## src/sv/ppte_ram.sv

```systemverilog
`timescale 1ns / 1ps
// generic single-write single-read ram with registered read data
module ppte_ram #(
  parameter int DATA_W = 32,
  parameter int DEPTH  = 16,
  parameter int ADDR_W = (DEPTH > 1) ? $clog2(DEPTH) : 1
) (
  input  logic              clk,
  input  logic              wr_en,
  input  logic [ADDR_W-1:0] wr_addr,
  input  logic [DATA_W-1:0] wr_data,
  input  logic              rd_en,
  input  logic [ADDR_W-1:0] rd_addr,
  output logic [DATA_W-1:0] rd_data
);

  logic [DATA_W-1:0] mem_r [DEPTH];
  logic [DATA_W-1:0] rd_data_r;

  always_ff @(posedge clk) begin
    if (wr_en) begin
      mem_r[wr_addr] <= wr_data;
    end
    if (rd_en) begin
      rd_data_r <= mem_r[rd_addr];
    end
  end

  assign rd_data = rd_data_r;

endmodule

```

## config.mk

```make
export PLATFORM = sky130hd
export DESIGN_NAME = ppte_ram
export DESIGN_NICKNAME = d
export VERILOG_FILES = /design/src/sv/ppte_ram.sv
export SDC_FILE = /design/constraint.sdc
export NUM_CORES = 1
export LEC_CHECK = 0
export BUFFER_PORTS_ARGS = -buffer_cell sky130_fd_sc_hd__buf_4
export CAP_MARGIN = 20
export CORE_MARGIN = 3
export CORE_UTILIZATION = 66
export CTS_CLUSTER_DIAMETER = 80
export CTS_CLUSTER_SIZE = 8
export DETAILED_ROUTE_END_ITERATION = 8
export PLACE_DENSITY = 0.87
export SLEW_MARGIN = 5
export SYNTH_ARGS = -nofsm -noshare
export SYNTH_HDL_FRONTEND = slang
export SYNTH_SLANG_ARGS = --single-unit
```

## constraint.sdc

```tcl
create_clock -name clk -period 6.4 [get_ports clk]
set_input_delay 1.28 -clock clk [delete_from_list [all_inputs] [get_ports clk]]
set_output_delay 1.28 -clock clk [all_outputs]
set_load 0.005 [all_outputs]
```

==> out/results.ini, run 1 <==
[floorplanning]
core_area_um2 = 29900
initial_core_util_pct = 67.5
die_width_um = 181
rows = 63
io_pins = 75
dieHeight_um = 181
die-area_um2 = 32700

[worst_setup_path]
cp.required_ns = 6.71
path_class = input port to flop
reg2reg_from = mem_r[11][26]$_DFFE_PP_
r2r_cells = 3
worstReg2RegEnd = rd_data[26]$_DFFE_PP_
worstSetupEndpointType = flop
reg2reg_slack_ns = 4.81
start_kind = input port
cp.arrival_ns = 3.46
crit_fanout = 71

[synth]
syn_nets = 881
synth_cell_types = 17
ys_seq_area_share_pct = 81.0
ys.warnings.count = 0
netlist_area_um2 = 20200
synth-seq-cells = 544
syn_inst = 838
avgSynthCellArea_um2 = 24.1

[finish]
final_cell_count_no_fill = 1367
fillers = 1340
antenna_cells = 0
final_layout_size_suffix_gt1_share_pct = 33.9
final_nets = 1016
regArea_um2 = 16300
final_cell_mix = 544 x edfxtp_1, 128 x mux4_2, 98 x buf_4
fin_area_um2 = 23300
final_common_cell = edfxtp_1
area_growth_pct = 15.6
utilization_pct = 78.1
multiInputGateArea_um2 = 3750

[sta]
skew_ns = 0.0160
hold_viol = 0
setup_violations = 0
slew_violations = 0
setup_ws_ns = 3.25
fin_tns_setup_ns = 0
rsz0062_at_grt = false
fmax_mhz = 317
finalCritPeriodShare_pct = 49.3
hold_ws_ns = 0.742
worstMarginPinSlew_ns = 1.14
slew_headroom_pct = 23.7
finalCriticalPeriod_ns = 3.15

[placement]
hpwl_mm = 20.6
postPlaceCellArea_um2 = 21300
place_ws_ns = 2.68
placed_cells = 1284
gp_congestion = 0.691
io_buffers = 74

[pwr]
ir_drop_mv = 0.200
p_clk_share_pct = 44.3
total_power_mw = 7.93
swShare_pct = 20.4
p_per_area_nw_per_um2 = 340
switchingPower_mw = 1.61
cellLeakagePower_nw = 7.55
seqPwrFrac_pct = 51.2
combinationalPowerShare_pct = 4.6
internal-power_mw = 6.31

[drt]
via_per_inst = 7.23
final_antenna_net_count = 0
avgRoutedWirePerCell_um = 35.1
drt-total-wl_mm = 48.0
drtIter0Drc = 1168
vias = 9880
drc_errors = 0
firstDrtPassIters = 5

[min_path]
holdPathEnd = rd_data[6]$_DFFE_PP_
hp-start = mem_r[14][6]$_DFFE_PP_
min_path_type = flop to flop
whs_path_depth = 3

[global_route]
grt.overflow.total = 0
first_global_vias = 10635
grt_max_degree = 72
grt_util_all_layers_pct = 30.0
grt_pass1_wl_mm = 70.2
antenna_found_initial = 0

[clocking]
root_buffer = clkbuf_16
htree_levels = 3
cts.reportedPaths.clkPinSlew_ns = 0.05
ctsHoldBuffers = 0
postCtsSetupBuffers = 0
post_cts_resized = 0
clock_sinks = 544
cts_buffer_depth = 3
cts_tree = built
clk_latency_ns = 0.57
cts_made_buffers = 77

[status]
status = finished, final reports clean

[run]
cap_viol_max_count = 0

-- power groups by stage --
stage / Combinational, mW / Sequential (mW) / Clock, mW
global placement: 0.337 / 4.11 / 0
global route: 0.384 / 4.06 / 3.68
floorplan: 0.192 / 4.11 / 0
finish: 0.362 / 4.06 / 3.51
detailed placement: 0.351 / 4.11 / 0
CTS: 0.362 / 4.06 / 3.54
-- synthesized netlist by cell type --
master | instances | area share [%]
nand2_1 | 33 | 0.61
buf_6 | 2 | 0.11
mux4_2 | 128 | 14
edfxtp_1 | 544 | 81
nand3_1 | 1 | 0.025
nor3_1 | 4 | 0.099
clkbuf_1 | 17 | 0.32
nand3b_1 | 2 | 0.074
buf_2 | 4 | 0.099
and2_1 | 1 | 0.031
a22oi_1 | 64 | 2.4
or3b_2 | 1 | 0.043
nand2b_1 | 2 | 0.062
buf_4 | 11 | 0.41
nor2_1 | 13 | 0.24
buf_1 | 9 | 0.17
nor2b_1 | 2 | 0.062
-- how the worst max path moves through the flow --
stage,from,to,slack [ns],cells after the start
floorplan,wr_addr[2],mem_r[0][0]$_DFFE_PP_,1.94,2
global placement,rd_addr[0],rd_data[17]$_DFFE_PP_,2.73,5
detailed placement,rd_addr[0],rd_data[0]$_DFFE_PP_,2.68,5
CTS,rd_addr[0],rd_data[15]$_DFFE_PP_,3.22,5
global route,rd_addr[0],rd_data[4]$_DFFE_PP_,3.06,5
finish,rd_addr[0],rd_data[0]$_DFFE_PP_,3.25,5
-- sequential cells by signal, summed over array words and instances (netlist names) --
register	count
mem_r	512
rd_data	32
-- per-layer routing --
layer / GRT usage (%) / routed length, um / part of all wire, %
met5: 0 / 0 / 0
met4: 13.4 / 1910 / 4.0
met3: 7.23 / 5080 / 11
met2: 49.0 / 24600 / 51
met1: 39.5 / 16400 / 34
-- area by class of cell --
class	count	area share, %
multi-input combinational	251	16.1
sequential	544	70.0
tap	390	2.09
timing repair buffer	99	3.21
clock buffer	78	8.37
clock inverter	5	0.220
-- logic make-up (layout without fill, tap and decap cells) --
family	count (synthesis)	in the layout	synth area share, %
buf+inv	43	182	1.10
simple gates	59	59	1.25
mux	128	128	14.3
flops	544	544	81.0
compound gates	64	64	2.38
-- critical path, cell delays in order --
cell and delay, ns:
clkbuf_8 0.63, buf_4 0.52, mux4_2 0.57, a22oi_1 0.24, nand2_1 0.09
(Power assumes the default switching activity.)
==> run 2, diff against run 1 <==
Settings changed: CORE_UTILIZATION 66 to 61, PLACE_DENSITY 0.87 to 0.82.
Clock period 6.4 ns to 2.9 ns, I/O delays scaled along.
==> run 2 against run 1 <==
  * Count of clock-buffer cells in the layout decreased by 1
  * Largest power group unchanged
  * Clock skew increased by 0.0020 ns
  * Critical endpoint is now rd_data[31]$_DFFE_PP_
  * Die area increased by 7.9%
  * Highest routed layer unchanged
==> out/results.ini, run 2 (synthesis results as in run 1) <==
[worst_setup_path]
reg2reg_slack_ns = 1.30  ; -3.51 ns
start_kind = input port
worstSetupEndpointType = flop
r2r_cells = 3  ; unchanged
cp.depth = 5  ; unchanged
reg2reg_from = mem_r[3][27]$_DFFE_PP_
critPathSlowestCell = mux4_2
slowest_delay_ns = 0.58  ; -0.05 ns
path_class = input port to flop
worstReg2RegEnd = rd_data[27]$_DFFE_PP_
cp.arrival_ns = 2.22  ; -1.24 ns
cpLargestDelayFamily = buffers and inverters
cp.required_ns = 3.20  ; -3.51 ns
crit_fanout = 26  ; -63%
critPathBufInv = 2  ; unchanged
path_cells = clkbuf_8, buf_4, mux4_2, a22oi_1, nand2_1

[floorplanning]
dieHeight_um = 188  ; +3.9%
io_pins = 75  ; unchanged
rows = 65  ; +3.2%
die-area_um2 = 35300  ; +7.9%
die_width_um = 188  ; +3.9%
initial_core_util_pct = 63.0  ; -4.6 points
core_area_um2 = 32000  ; +7.3%

[placement]
io_buffers = 74  ; unchanged
place_ws_ns = 0.486  ; -2.19 ns
hpwl_mm = 20.7  ; +0.52%
gp_congestion = 0.724  ; +4.9%
placed_cells = 1337  ; +4.1%

[sta]
setup_violations = 0  ; unchanged
finalCriticalPeriod_ns = 1.92
skew_ns = 0.0180  ; +0.00202 ns
slew_violations = 0  ; unchanged
worstMarginPinSlew_ns = 0.727  ; -0.417 ns
hold_ws_ns = 0.300  ; -0.442 ns
setup_ws_ns = 0.985  ; -2.26 ns
fmax_mhz = 522
hold_viol = 0  ; unchanged
finalCritPeriodShare_pct = 66.0
fin_tns_setup_ns = 0  ; unchanged
slew_headroom_pct = 51.5  ; +28 points
rsz0062_at_grt = false

[drt]
drc_errors = 0  ; unchanged
vias = 9768  ; -1.1%
final_antenna_net_count = 0  ; unchanged
firstDrtPassIters = 5  ; unchanged
via_per_inst = 6.88  ; -4.8%
drtIter0Drc = 1108  ; -5.1%
drt-total-wl_mm = 47.6  ; -0.79%
avgRoutedWirePerCell_um = 33.5  ; -4.5%

[clocking]
cts_made_buffers = 77  ; unchanged
clock_sinks = 544  ; unchanged
htree_levels = 3  ; unchanged
postCtsSetupBuffers = 0  ; unchanged
post_cts_resized = 0  ; unchanged
clk_latency_ns = 0.57  ; about the same
cts_buffer_depth = 3  ; unchanged
cts_tree = built
cts.reportedPaths.clkPinSlew_ns = 0.05  ; about the same
root_buffer = clkbuf_16
ctsHoldBuffers = 0  ; unchanged

[pwr]
ir_drop_mv = 0.507  ; +150%
internal-power_mw = 13.9  ; +120%
combinationalPowerShare_pct = 4.7  ; about the same
switchingPower_mw = 3.55  ; +120%
swShare_pct = 20.3  ; -0.031 points
p_per_area_nw_per_um2 = 737  ; +120%
cellLeakagePower_nw = 7.65  ; +1.4%
p_clk_share_pct = 44.0  ; -0.3 points
seqPwrFrac_pct = 51.3  ; about the same

[min_path]
holdPathEnd = mem_r[3][11]$_DFFE_PP_
min_path_type = input port to flop
hp-start = wr_data[11]
whs_path_depth = 1  ; -2

[finish]
final_cell_count_no_fill = 1420  ; +3.9%
largest_register_ffs = 512  ; unchanged
final_layout_size_suffix_gt1_share_pct = 34.3  ; +0.47 points
final_cell_mix = 544 x edfxtp_1, 128 x mux4_2, 87 x buf_4
multiInputGateArea_um2 = 3770  ; +0.67%
area_growth_pct = 17.4
final_nets = 1024  ; +0.79%
final_common_cell = edfxtp_1
regMostFlops = mem_r
regArea_um2 = 16300  ; unchanged
fillers = 1697  ; +27%

[global_route]
grt.overflow.total = 0  ; unchanged
first_global_vias = 10784  ; +1.4%
grt_util_all_layers_pct = 28.3  ; -1.7 points
antenna_found_initial = 1  ; +1
grt_max_degree = 59  ; -18%
grt_pass1_wl_mm = 71.2  ; +1.4%

[run]
cap_viol_max_count = 0  ; unchanged

[status]
status = finished, final reports clean

-- run 2: stage by stage --
| stage | power [mW] | cell area, um^2 | util, % |
|---|---|---|---|
| detailed placement | 9.89 | 21700 | 67.7 |
| global route | 18.0 | 23700 | 73.9 |
| floorplan | 9.49 | 20200 | - |
| finish | 17.4 | 23700 | 73.9 |
| CTS | 17.6 | 23700 | 73.9 |
| global placement | 9.85 | 21700 | 67.7 |
-- run 2: layout make-up --
class / count / share of cell area, %
Clock inverter: 5 / 0.248
Timing Repair Buffer: 107 / 4.42
Antenna cell: 1 / 0.0106
Clock buffer: 77 / 8.13
Multi-Input combinational cell: 251 / 15.9
Sequential cell: 544 / 69.0
Tap cell: 435 / 2.30
-- run 2: worst reg2reg max path, delay by kind of cell (launching register included) --
kind,cells,cell delay [ns]
muxes,1,0.54
DFF,1,0.41
and+or+nand+nor,1,0.15
AOI/OAI and AO/OA,1,0.22
-- run 2: layer usage --
metal | global-route usage, % | vias up | wire, um
met5 | 0 | - | 0
met4 | 13.6 | 0 | 2100
met3 | 5.50 | 154 | 4590
met2 | 47.5 | 662 | 25000
met1 | 36.2 | 5090 | 15900
li1 | - | 3862 | -
-- run 2: worst max-delay path by stage --
stage	startpoint	end	slack, ns
after global routing	rd_addr[0]	rd_data[28]$_DFFE_PP_	0.90
final	rd_addr[0]	rd_data[31]$_DFFE_PP_	0.98
after detailed placement	rd_addr[0]	rd_data[28]$_DFFE_PP_	0.49
after CTS	rd_addr[0]	rd_data[31]$_DFFE_PP_	0.99
after floorplan	wr_addr[2]	mem_r[1][0]$_DFFE_PP_	0.01
after global placement	rd_addr[0]	rd_data[3]$_DFFE_PP_	0.52
-- run 2: power groups by stage --
| stage | registers (mW) | logic [mW] | clock network (mW) |
|---|---|---|---|
| after CTS | 8.95 | 0.831 | 7.79 |
| after detailed placement | 9.08 | 0.808 | 0 |
| final | 8.95 | 0.827 | 7.68 |
| after floorplan | 9.06 | 0.424 | 0 |
| after global placement | 9.06 | 0.785 | 0 |
| after global routing | 8.95 | 0.882 | 8.12 |
